## config.mk

```make
export PLATFORM = sky130hd
export DESIGN_NAME = timer_pulse_generator_bank_core
export DESIGN_NICKNAME = d
export VERILOG_FILES = /design/src/hdl/tpgb_pkg.sv /design/src/hdl/timer_pulse_generator_bank_core.sv /design/src/hdl/tpgb_div.sv /design/src/hdl/tpgb_slots.sv
export SDC_FILE = /design/constraint.sdc
export NUM_CORES = 2
export LEC_CHECK = 0
export ABC_AREA = 1
export BUFFER_PORTS_ARGS = -buffer_cell sky130_fd_sc_hd__buf_2
export CORE_ASPECT_RATIO = 1.5
export CORE_MARGIN = 2
export CORE_UTILIZATION = 55
export CTS_CLUSTER_SIZE = 25
export DETAILED_ROUTE_END_ITERATION = 16
export GPL_ROUTABILITY_DRIVEN = 0
export GPL_TIMING_DRIVEN = 0
export PLACE_DENSITY = 0.69
export RECOVER_POWER = 100
export SYNTH_ARGS = -nofsm -noshare
export SYNTH_HDL_FRONTEND = slang
export SYNTH_SLANG_ARGS = --single-unit
```

## constraint.sdc

```tcl
create_clock -name clk -period 8.6 [get_ports clk]
set_clock_uncertainty 0.05 [all_clocks]
set_input_delay 0.86 -clock clk [delete_from_list [all_inputs] [get_ports clk]]
set_output_delay 0.86 -clock clk [all_outputs]
set_load 0.02 [all_outputs]
```

## src/hdl/tpgb_pkg.sv

```systemverilog
// Shared constants, request and status codes, and slot bank types for the pulse generator bank.
package tpgb_pkg;

	localparam int DEF_NUM_SLOTS = 10;
	localparam int IDX_W         = 4;
	localparam int REQ_W         = 3;
	localparam int FREQ_W        = 24;
	localparam int TIME_W        = 48;
	localparam int CPU_W         = 32;
	localparam int STAT_W        = 2;
	localparam int DIV_W         = 48;

	localparam int IN_FIELDS_W  = IDX_W + FREQ_W + TIME_W;
	localparam int IN_DATA_W    = ((IN_FIELDS_W + 7) / 8) * 8;
	localparam int OUT_FIELDS_W = STAT_W + IDX_W + 1 + FREQ_W;
	localparam int OUT_DATA_W   = ((OUT_FIELDS_W + 7) / 8) * 8;

	localparam logic [CPU_W-1:0] CPU_FREQ_RST = CPU_W'(1000000);

	localparam logic [REQ_W-1:0] REQ_ALLOC   = 3'd0;
	localparam logic [REQ_W-1:0] REQ_RELEASE = 3'd1;
	localparam logic [REQ_W-1:0] REQ_SET     = 3'd2;
	localparam logic [REQ_W-1:0] REQ_RESET   = 3'd3;
	localparam logic [REQ_W-1:0] REQ_SAMPLE  = 3'd4;
	localparam logic [REQ_W-1:0] REQ_READ    = 3'd5;

	localparam logic [STAT_W-1:0] ST_OK      = 2'd0;
	localparam logic [STAT_W-1:0] ST_BAD_IDX = 2'd1;
	localparam logic [STAT_W-1:0] ST_NO_FREE = 2'd2;
	localparam logic [STAT_W-1:0] ST_ZERO    = 2'd3;

	typedef struct packed {
		logic              en;
		logic [IDX_W-1:0]  idx;
		logic              wr_freq;
		logic [FREQ_W-1:0] freq;
		logic              wr_anchor;
		logic [TIME_W-1:0] anchor;
		logic              wr_level;
		logic              level;
	} slot_wr_t;

	typedef struct packed {
		logic [FREQ_W-1:0] freq;
		logic [TIME_W-1:0] anchor;
		logic              level;
	} slot_rd_t;

endpackage

```

## src/hdl/timer_pulse_generator_bank_core.sv

```systemverilog
// Top level of the square-wave pulse generator bank: stream ports, request sequencer, divider.
// Each accepted word is decoded and its result registered; a valid sample of an active slot
// also makes two passes of the bit-serial divider (half period, then toggle count) between
// decode and result.
// Throughput: one request at a time; a new word is taken as soon as the previous one is retired.
// Reset clears every slot to free, unanchored and low, and sets cpu_frequency to 1000000.
module timer_pulse_generator_bank_core #(
	parameter int NUM_SLOTS = tpgb_pkg::DEF_NUM_SLOTS
) (
	input  logic                              clk,
	input  logic                              arst_n,
	input  logic                              cfg_wen,
	input  logic [tpgb_pkg::CPU_W-1:0]        cfg_wdata,
	input  logic                              s_axis_tvalid,
	output logic                              s_axis_tready,
	// [3:0] slot_index, [27:4] pulse_frequency, [75:28] now_cycles, rest zero
	input  logic [tpgb_pkg::IN_DATA_W-1:0]    s_axis_tdata,
	// [2:0] req_type
	input  logic [tpgb_pkg::REQ_W-1:0]        s_axis_tuser,
	output logic                              m_axis_tvalid,
	input  logic                              m_axis_tready,
	// [1:0] status, [5:2] granted_slot, [6] pulse_level, [30:7] frequency_readback, rest zero
	output logic [tpgb_pkg::OUT_DATA_W-1:0]   m_axis_tdata
);
	import tpgb_pkg::*;

	typedef enum logic [2:0] {S_IDLE, S_DEC, S_DIV1, S_DIV2, S_FIN} state_t;

	state_t            state_q;
	logic [CPU_W-1:0]  cpu_q;
	logic [REQ_W-1:0]  req_q;
	logic [IDX_W-1:0]  idx_q;
	logic [FREQ_W-1:0] freq_q;
	logic [TIME_W-1:0] now_q;
	logic [TIME_W-1:0] delta_q;
	logic              lvl_q;
	slot_wr_t          wr_q;
	logic [STAT_W-1:0] st_q;
	logic [IDX_W-1:0]  gr_q;
	logic              olvl_q;
	logic [FREQ_W-1:0] rb_q;
	logic              m_valid_q;
	logic [OUT_DATA_W-1:0] m_data_q;

	slot_wr_t          slot_wr;
	slot_rd_t          rd;
	logic              free_found;
	logic [IDX_W-1:0]  free_idx;

	logic              div_start;
	logic [DIV_W-1:0]  div_a;
	logic [DIV_W-1:0]  div_b;
	logic              div_done;
	logic [DIV_W-1:0]  div_q;
	logic [DIV_W-1:0]  div_r;
	logic [DIV_W-1:0]  half;

	logic              idx_ok;
	logic              dec_div;
	logic [STAT_W-1:0] dec_st;
	logic [IDX_W-1:0]  dec_gr;
	logic              dec_lvl;
	logic [FREQ_W-1:0] dec_rb;
	slot_wr_t          dec_wr;
	logic [TIME_W-1:0] anchor_eff;
	logic              fin_fire;

	assign s_axis_tready = (state_q == S_IDLE);
	assign m_axis_tvalid = m_valid_q;
	assign m_axis_tdata  = m_data_q;
	assign fin_fire      = (state_q == S_FIN) && (!m_valid_q || m_axis_tready);

	always_comb begin
		slot_wr    = wr_q;
		slot_wr.en = wr_q.en && fin_fire;
	end

	tpgb_slots #(
		.NUM_SLOTS(NUM_SLOTS)
	) u_slots (
		.clk       (clk),
		.arst_n    (arst_n),
		.wr        (slot_wr),
		.rd_idx    (idx_q),
		.rd        (rd),
		.free_found(free_found),
		.free_idx  (free_idx)
	);

	// Half period is (cpu / freq) / 2 with a floor of one.
	assign half = (div_q[DIV_W-1:1] == '0) ? DIV_W'(1) : {1'b0, div_q[DIV_W-1:1]};

	assign div_start = ((state_q == S_DEC) && dec_div) || ((state_q == S_DIV1) && div_done);
	assign div_a     = (state_q == S_DEC) ? DIV_W'(cpu_q) : DIV_W'(delta_q);
	assign div_b     = (state_q == S_DEC) ? DIV_W'(rd.freq) : half;

	tpgb_div #(
		.W(DIV_W)
	) u_div (
		.clk      (clk),
		.arst_n   (arst_n),
		.start    (div_start),
		.dividend (div_a),
		.divisor  (div_b),
		.done     (div_done),
		.quotient (div_q),
		.remainder(div_r)
	);

	assign idx_ok     = {1'b0, idx_q} < (IDX_W + 1)'(NUM_SLOTS);
	assign anchor_eff = (rd.anchor == '0) ? now_q : rd.anchor;

	always_comb begin
		dec_div = 1'b0;
		dec_st  = ST_OK;
		dec_gr  = idx_q;
		dec_lvl = 1'b0;
		dec_rb  = '0;
		dec_wr  = '0;
		dec_wr.idx = idx_q;
		if (req_q == REQ_ALLOC) begin
			dec_gr = '0;
			if (freq_q == '0) begin
				dec_st = ST_ZERO;
			end else if (!free_found) begin
				dec_st = ST_NO_FREE;
			end else begin
				dec_gr           = free_idx;
				dec_wr.en        = 1'b1;
				dec_wr.idx       = free_idx;
				dec_wr.wr_freq   = 1'b1;
				dec_wr.freq      = freq_q;
				dec_wr.wr_anchor = 1'b1;
				dec_wr.anchor    = now_q;
			end
		end else if (req_q == REQ_RELEASE || req_q == REQ_SET || req_q == REQ_RESET ||
				req_q == REQ_SAMPLE || req_q == REQ_READ) begin
			if (!idx_ok) begin
				dec_st = ST_BAD_IDX;
			end else begin
				unique case (req_q)
					REQ_RELEASE: begin
						dec_wr.en        = 1'b1;
						dec_wr.wr_freq   = 1'b1;
						dec_wr.wr_anchor = 1'b1;
					end
					REQ_SET: begin
						if (freq_q == '0) begin
							dec_st = ST_ZERO;
						end else begin
							dec_wr.en        = 1'b1;
							dec_wr.wr_freq   = 1'b1;
							dec_wr.freq      = freq_q;
							dec_wr.wr_anchor = 1'b1;
							dec_wr.anchor    = now_q;
						end
					end
					REQ_RESET: begin
						dec_wr.en        = 1'b1;
						dec_wr.wr_anchor = 1'b1;
						dec_wr.wr_level  = 1'b1;
					end
					REQ_SAMPLE: begin
						dec_lvl = rd.level;
						if (rd.freq == '0)
							dec_st = ST_ZERO;
						else
							dec_div = 1'b1;
					end
					default: begin
						dec_rb = rd.freq;
					end
				endcase
			end
		end
	end

	always_ff @(posedge clk or negedge arst_n) begin
		if (!arst_n) begin
			state_q   <= S_IDLE;
			cpu_q     <= CPU_FREQ_RST;
			m_valid_q <= 1'b0;
			wr_q      <= '0;
		end else begin
			if (cfg_wen)
				cpu_q <= cfg_wdata;
			if (m_valid_q && m_axis_tready && !fin_fire)
				m_valid_q <= 1'b0;
			unique case (state_q)
				S_IDLE: begin
					if (s_axis_tvalid)
						state_q <= S_DEC;
				end
				S_DEC: begin
					st_q   <= dec_st;
					gr_q   <= dec_gr;
					olvl_q <= dec_lvl;
					rb_q   <= dec_rb;
					wr_q   <= dec_wr;
					// The elapsed time is measured from the stored anchor (or from now if unanchored) before the anchor is replaced.
					delta_q <= now_q - anchor_eff;
					lvl_q   <= rd.level;
					state_q <= dec_div ? S_DIV1 : S_FIN;
				end
				S_DIV1: begin
					if (div_done)
						state_q <= S_DIV2;
				end
				S_DIV2: begin
					if (div_done) begin
						// Anchor advanced by whole half periods lands at now minus the remainder.
						wr_q.en        <= 1'b1;
						wr_q.wr_anchor <= 1'b1;
						wr_q.anchor    <= now_q - div_r;
						wr_q.wr_level  <= 1'b1;
						wr_q.level     <= lvl_q ^ div_q[0];
						olvl_q         <= lvl_q ^ div_q[0];
						state_q        <= S_FIN;
					end
				end
				S_FIN: begin
					if (fin_fire) begin
						m_valid_q <= 1'b1;
						m_data_q  <= OUT_DATA_W'({rb_q, olvl_q, gr_q, st_q});
						state_q   <= S_IDLE;
					end
				end
				default: state_q <= S_IDLE;
			endcase
		end
	end

	always_ff @(posedge clk) begin
		if (s_axis_tvalid && s_axis_tready) begin
			req_q  <= s_axis_tuser;
			idx_q  <= s_axis_tdata[IDX_W-1:0];
			freq_q <= s_axis_tdata[IDX_W +: FREQ_W];
			now_q  <= s_axis_tdata[IDX_W + FREQ_W +: TIME_W];
		end
	end

endmodule

```

## src/hdl/tpgb_div.sv

```systemverilog
// Bit-serial restoring divider: one quotient bit per cycle, shared by both divisions.
module tpgb_div #(
	parameter int W = tpgb_pkg::DIV_W
) (
	input  logic         clk,
	input  logic         arst_n,
	input  logic         start,
	input  logic [W-1:0] dividend,
	input  logic [W-1:0] divisor,
	output logic         done,
	output logic [W-1:0] quotient,
	output logic [W-1:0] remainder
);
	localparam int CNT_W = $clog2(W + 1);

	logic             busy_q;
	logic             done_q;
	logic [CNT_W-1:0] cnt_q;
	logic [W-1:0]     rem_q;
	logic [W-1:0]     quo_q;
	logic [W-1:0]     dvs_q;
	logic [W:0]       trial;
	logic [W:0]       diff;

	// The dividend shifts out of the top of quo_q while quotient bits shift in below.
	assign trial = {rem_q, quo_q[W-1]};
	assign diff  = trial - {1'b0, dvs_q};

	always_ff @(posedge clk or negedge arst_n) begin
		if (!arst_n) begin
			busy_q <= 1'b0;
			done_q <= 1'b0;
			cnt_q  <= '0;
		end else begin
			done_q <= busy_q && !start && (cnt_q == CNT_W'(1));
			if (start) begin
				busy_q <= 1'b1;
				cnt_q  <= CNT_W'(W);
			end else if (busy_q) begin
				cnt_q <= cnt_q - CNT_W'(1);
				if (cnt_q == CNT_W'(1))
					busy_q <= 1'b0;
			end
		end
	end

	always_ff @(posedge clk) begin
		if (start) begin
			rem_q <= '0;
			quo_q <= dividend;
			dvs_q <= divisor;
		end else if (busy_q) begin
			if (diff[W]) begin
				rem_q <= trial[W-1:0];
				quo_q <= {quo_q[W-2:0], 1'b0};
			end else begin
				rem_q <= diff[W-1:0];
				quo_q <= {quo_q[W-2:0], 1'b1};
			end
		end
	end

	assign done      = done_q;
	assign quotient  = quo_q;
	assign remainder = rem_q;

endmodule

```

## src/hdl/tpgb_slots.sv

```systemverilog
// Slot register bank: frequency, phase anchor and level per slot, with lowest-free-slot search.
module tpgb_slots #(
	parameter int NUM_SLOTS = tpgb_pkg::DEF_NUM_SLOTS
) (
	input  logic                        clk,
	input  logic                        arst_n,
	input  tpgb_pkg::slot_wr_t          wr,
	input  logic [tpgb_pkg::IDX_W-1:0]  rd_idx,
	output tpgb_pkg::slot_rd_t          rd,
	output logic                        free_found,
	output logic [tpgb_pkg::IDX_W-1:0]  free_idx
);
	import tpgb_pkg::*;

	localparam int SLOT_W = (NUM_SLOTS > 1) ? $clog2(NUM_SLOTS) : 1;

	logic [FREQ_W-1:0] freq_q   [NUM_SLOTS];
	logic [TIME_W-1:0] anchor_q [NUM_SLOTS];
	logic              level_q  [NUM_SLOTS];
	logic [SLOT_W-1:0] wsel;
	logic [SLOT_W-1:0] rsel;

	assign wsel = wr.idx[SLOT_W-1:0];
	assign rsel = rd_idx[SLOT_W-1:0];

	always_ff @(posedge clk or negedge arst_n) begin
		if (!arst_n) begin
			for (int i = 0; i < NUM_SLOTS; i++) begin
				freq_q[i]   <= '0;
				anchor_q[i] <= '0;
				level_q[i]  <= 1'b0;
			end
		end else if (wr.en) begin
			if (wr.wr_freq)
				freq_q[wsel] <= wr.freq;
			if (wr.wr_anchor)
				anchor_q[wsel] <= wr.anchor;
			if (wr.wr_level)
				level_q[wsel] <= wr.level;
		end
	end

	// Only meaningful when rd_idx is below NUM_SLOTS; the controller checks that.
	assign rd.freq   = freq_q[rsel];
	assign rd.anchor = anchor_q[rsel];
	assign rd.level  = level_q[rsel];

	// A slot is free while its frequency is zero; the lowest free one wins.
	always_comb begin
		free_found = 1'b0;
		free_idx   = '0;
		for (int i = NUM_SLOTS - 1; i >= 0; i--) begin
			if (freq_q[i] == '0) begin
				free_found = 1'b1;
				free_idx   = IDX_W'(i);
			end
		end
	end

endmodule
```

; Yosys cells after proc, flatten, opt, wreduce, memory -nomap -nowiden
; Cells that the tools add are included.
[word_totals]
output_inout_bits = 34
word_cells = 239
ff_bits = 1189
[classes]
bitwise = 5
reduce_logical = 48
addsub = 4
n_eq_ne = 14
n_lt_le_gt_ge = 4
muxes = 104
[ops]
columns = operator, n
row1 = $bwmux 480, 1
row2 = $mux 48, 9
row3 = $logic_not 24->1, 12
row4 = $bwmux 240, 1
row5 = $bmux 48 s4, 1
row6 = $demux 48 s4, 1
row7 = $mux 79, 2
row8 = $mux 75, 2
row9 = $mux 74, 2
row10 = $mux 24, 6
row11 = $pmux 51 s2, 1
row12 = $bmux 24 s4, 1
row13 = $demux 24 s4, 1
row14 = $sub 48x48->48, 2
row15 = $mux 4, 14
row16 = $mux 51, 1
row17 = $sub 49x48->49, 1
row18 = $logic_not 48->1, 1
row19 = $logic_not 47->1, 1
row20 = $mux 1, 37
row21 = $mux 3, 5
row22 = $pmux 3 s5, 1
row23 = $mux 2, 7
row24 = $eq 3x2->1 const B, 4
row25 = 28 further kinds, 65

; Depth between registers and ports, before layout
[depth]
depth_word = 15
depth_mapped = 32

; Cells and area by module
; From an unflattened synthesis, not the netlist that was laid out.
[hier_totals]
hier_cells = 8391
hier_area_um2 = 64091.5
[modules_own_cells]
columns = mod, seq_area_each_um2, n_inst, area_each_um2, cells_each
row1 = tpgb_slots, 18267.5, 1, 32904.1, 3835
row2 = timer_pulse_generator_bank_core, 8617.0, 1, 20711.1, 2937
row3 = tpgb_div, 4043.9, 1, 10476.3, 1619

; Worst setup path before layout
; No wires, ideal clock.
[synth_path]
path_kind = reg2reg
from = reg state_q[2]
to = reg delta_q[0], enable pin
setup_time_ps = 517
path_slack_ps = 3483
arrival_time_ps = 4550
path_stages_with_launch = 8
path_buffers = 2
t_required_ps = 8033
path_cell_list = dfrtp_1 > nor2_1 > inv_1 > nor2_1 > inv_1 > clkbuf_1 > clkbuf_1 > nor2_1
[synth_via]
elab_chain_cells = 2
[synth_rtl]
columns = element, line
row1 = "start, declared", timer_pulse_generator_bank_core.sv:29  ; state_t state_q;
row2 = "start signal, assigned", timer_pulse_generator_bank_core.sv:203  ; state_q <= dec_div ? S_DIV1 : S_FIN;
row3 = $eq 3x1->1, timer_pulse_generator_bank_core.sv:189  ; unique case (state_q)
row4 = $reduce_and 2->1 (no line), --
row5 = "end signal, assigned", timer_pulse_generator_bank_core.sv:201  ; delta_q <= now_q - anchor_eff;
row6 = "end, declared", timer_pulse_generator_bank_core.sv:35  ; logic [TIME_W-1:0] delta_q;
; Every way passes these cells.
; A chain may end at the register's enable or synchronous reset.

; Final worst setup path
[layout_path]
from = reg idx_q[2]
to = reg delta_q[45] (data pin)
[layout_via]
elab_chain_cells = 7
[layout_rtl]
columns = element, line
row1 = "start, declared", timer_pulse_generator_bank_core.sv:32  ; logic [IDX_W-1:0] idx_q;
row2 = "start signal, assigned", timer_pulse_generator_bank_core.sv:236  ; idx_q <= s_axis_tdata[IDX_W-1:0];
row3 = $not 4->5 (implied by the code) (*), tpgb_slots.sv:45  ; assign rd.anchor = anchor_q[rsel];
row4 = $bmux 48 s4 (*), tpgb_slots.sv:45
row5 = $mux 48 (implied by the code) (*) (2 in series), tpgb_slots.sv:45
row6 = $logic_not 48->1, timer_pulse_generator_bank_core.sv:111  ; assign anchor_eff = (rd.anchor == '0) ? now_q : rd.anchor;
row7 = $mux 48 (*), timer_pulse_generator_bank_core.sv:111
row8 = $sub 48x48->48 (*), timer_pulse_generator_bank_core.sv:201
; Mark *: on every way between the ends. The rest lies on a longest branch, timed or not. The select of a mux whose other input is x is not followed.

==> flow_summary.json <==
{
  "status": "complete, but fails checks",
  "violations": "design-rule violations, max-capacitance violations, max-slew violations, negative setup slack",
  "finalSetupViolations": 1,
  "dpl_worst_slack_ns": 1.34,
  "grt_first_pass_wirelength_mm": 390,
  "ys_seq_elements": 1187,
  "hpwl_mm": 196,
  "clockPowerShare_pct": 23.1,
  "yosysTopAreaCell": "dfrtp_1",
  "detail-route-antenna-nets": 0,
  "synth_area_leaders": "dfrtp_1, nand2_1, edfxtp_1, o21ai_0, inv_1",
  "power_switching_mw": 10.2,
  "drt_iter0_drc": 8869,
  "setup_slack_ns": -0.00470,
  "syn_to_final_growth_pct": 10.4,
  "hp-class": "input port to register",
  "clock_path_buffers": 3,
  "whs_ns": 0.168,
  "crit_type": "register to register",
  "chipHeight_um": 420,
  "synth_top_cells_by_count": "nand2_1, o21ai_0, inv_1",
  "cts.reportedPaths.clkPinSlew_ns": 0.06,
  "dp.cells": 10100,
  "synthFlopType": "dfrtp_1",
  "p_leak_nw": 32.2,
  "worstSkewPairLatency_ns": 0.82,
  "synth_cell_types": 50,
  "drive_gt1_share_pct": 4.66,
  "clock_sinks": 1187,
  "tightest_slew_ns": 4.36,
  "combPwrFrac_pct": 41.1,
  "pin_count": 154,
  "rows": 152,
  "grt_max_degree": 123,
  "gr-total-overflow": 0,
  "synth_nets": 8650,
  "max_freq_mhz": 116,
  "finalNetCount": 8930,
  "final-hold-violation-count": 0,
  "p_int_mw": 12.5,
  "reg2reg_to": "delta_q[45]",
  "cap_violations": 17,
  "final.min_clock_period_ns": 8.60,
  "r2r_cells": 24,
  "path_cells": "buf_4 -> inv_1 -> buf_2 -> buf_1 -> o211ai_1 -> nand3_1 -> nand4_1 -> nor2_1 -> nand2_1 -> nor2_1 -> nand2_1 -> buf_4 -> nor2_1 -> nor2_1 -> ha_1 -> nand3_1 -> nand2_1 -> a21boi_0 -> o21ai_0 -> a21oi_1 -> o21ai_0 -> nand4_1 -> nand4_1 -> nand2_1",
  "die-area_um2": 118000,
  "slowest_delay_ns": 1.04,
  "whs_endpoint": "now_q[20]",
  "worst_setup_path_end_kind": "register",
  "core_area_um2": 114000,
  "startpoint_type": "register",
  "hold_depth": 1,
  "ir_drop_mv": 0.213,
  "port_buffers": 147,
  "initial_core_util_pct": 55.5,
  "avgRoutedWirePerCell_um": 25.9,
  "path_max_fanout": 10,
  "final_cells": 10300,
  "finalCritPeriodShare_pct": 100,
  "synthCells": 8384,
  "grt_pass1_vias": 60900,
  "setup-tns-final_ns": -0.00470,
  "power_density_nw_per_um2": 325,
  "ctsHoldBuffers": 0,
  "maxSlewViolCount": 666,
  "fp.dieW_um": 281,
  "synthArstFlopShare_pct": 71.9,
  "worst_path_max_delay_cell": "buf_1",
  "cts_made_buffers": 113,
  "arrival_ns": 9.07,
  "grt_use_total_pct": 45.8,
  "synth_edf_count": 285,
  "r2r_slack_ns": -0.005,
  "post-route-util_pct": 61.2,
  "swShare_pct": 45.0,
  "cts_tree": "done",
  "netlist_area_um2": 63500,
  "routed_wl_mm": 267,
  "post_cts_buffers": 0,
  "critPathRequiredTime_ns": 9.07,
  "htreeDepth": 3,
  "syn_area_per_cell_um2": 7.57,
  "dr.pass1.iters": 14,
  "ys_seq_area_share_pct": 48.7,
  "vias": 63300,
  "hp-start": "s_axis_tdata[48]",
  "cts_resized": 0,
  "synth.most_common_cell": "nand2_1",
  "vias_per_cell": 6.13,
  "synth_warnings": 0,
  "rsz0062_at_grt": "no",
  "max_slew_margin_pct": -191,
  "synth_top_area_share_pct": 33.4,
  "cts_root_buf": "clkbuf_16",
  "antenna_found_initial": 29,
  "r2r_start": "idx_q[2]",
  "seqPwrFrac_pct": 35.8,
  "drc_errors": 1
}
## registers in the layout, indices dropped and copies added (netlist names), 6 cells and up
| name | cells |
|---|---|
| u_slots.anchor_q | 480 |
| u_slots.freq_q | 240 |
| slot_wr | 79 |
| delta_q | 48 |
| now_q | 48 |
| u_div.quotient | 48 |
| u_div.remainder | 48 |
| u_div.dvs_q | 47 |
| cpu_q | 32 |
| m_axis_tdata | 31 |
| freq_q | 24 |
| rb_q | 24 |
| u_slots.level_q | 10 |
| u_div.cnt_q | 6 |
## cells in the final DEF (no fill, tap or decap), types with 5 or more instances in the layout
cell / count
a21boi_0: 7
a21o_1: 17
a21oi_1: 302
a31oi_1: 23
buf_1: 14
buf_2: 168
buf_4: 20
bufinv_16: 7
clkbuf_1: 393
clkbuf_16: 116
clkbuf_8: 26
clkinv_1: 9
clkinv_2: 16
clkinvlp_4: 5
dfrtp_1: 847
dfstp_2: 7
dfxtp_1: 48
diode_2: 16
edfxtp_1: 285
ha_1: 143
inv_1: 910
nand2_1: 2444
nand3_1: 458
nand3b_1: 6
nand4_1: 93
nor2_1: 851
nor3_1: 45
nor4_1: 26
o211ai_1: 92
o21a_1: 11
o21ai_0: 1171
o21ai_1: 10
o21bai_1: 16
o22ai_1: 25
or2_2: 13
xnor2_1: 26
xor2_1: 59
## layout make-up
type                    count  area [um^2]
diodes                     16         40.0
plain buffers             420         1750
clock buffers             164         3340
clock inverters            47          520
fillers                 10700        44400
inverters                 914         3430
multi-input cells        5863        27300
flip-flops and latches   1187        30900
well taps                1540         1930
repair buffers            165          837
## worst max path at each step
stage | start | to | slack [ns]
2_1_floorplan | state_q[2] | delta_q[0] | 3.48
3_3_place_gp | arst_n | delta_q[42] | -14.86
3_5_place_dp | idx_q[2] | delta_q[17] | 1.34
4_1_cts | idx_q[2] | delta_q[17] | 1.27
5_1_grt | idx_q[2] | delta_q[45] | 0.02
6_report | idx_q[2] | delta_q[45] | -0.005
## per-layer routing
metal / vias up / track usage [%] / routed length, um
li1: 27800 / - / -
met1: 29700 / 49.7 / 87500
met2: 4224 / 67.8 / 114000
met3: 1522 / 18.7 / 33700
met4: 38 / 42.2 / 31100
met5: - / 0.841 / 361
## stage by stage
| stage | area, um^2 | total power, mW |
|---|---|---|
| floorplan | 63500 | 13.1 |
| global placement | 66200 | 16.6 |
| detailed placement | 66500 | 16.8 |
| CTS | 70400 | 22.0 |
| global route | 70000 | 23.7 |
| finish | 70100 | 22.8 |
## worst max-delay path, delay by kind of cell, from the launching register on
| family | cells | cell delay, ns |
|---|---|---|
| compound gates | 5 | 2.48 |
| simple gates | 13 | 2.92 |
| fa+ha+maj | 1 | 0.37 |
| flops | 1 | 0.45 |
| buf+inv | 5 | 2.02 |
## kinds of logic (layout without fill, tap and decap cells)
family          count (synthesis)  in the layout  share of synthesized area (%)
simple gates                 3944           3944                           24.9
compound gates               1685           1685                           14.0
buf+inv                      1334           1710                           8.29
flops                        1187           1187                           48.7
fa+ha+maj                     146            146                           2.91
xor+xnor                       85             85                           1.17
mux                             2              2                         0.0355
other cells                     1             17                        0.00591
## power groups by stage
stage | sequential, mW | clock [mW] | combinational (mW)
floorplan | 7.88 | 0 | 5.25
finish | 8.14 | 5.27 | 9.36
global placement | 8.18 | 0 | 8.42
detailed placement | 8.14 | 0 | 8.62
global route | 8.22 | 5.49 | 9.96
CTS | 8.05 | 5.26 | 8.67
(Power assumes the default switching activity.)
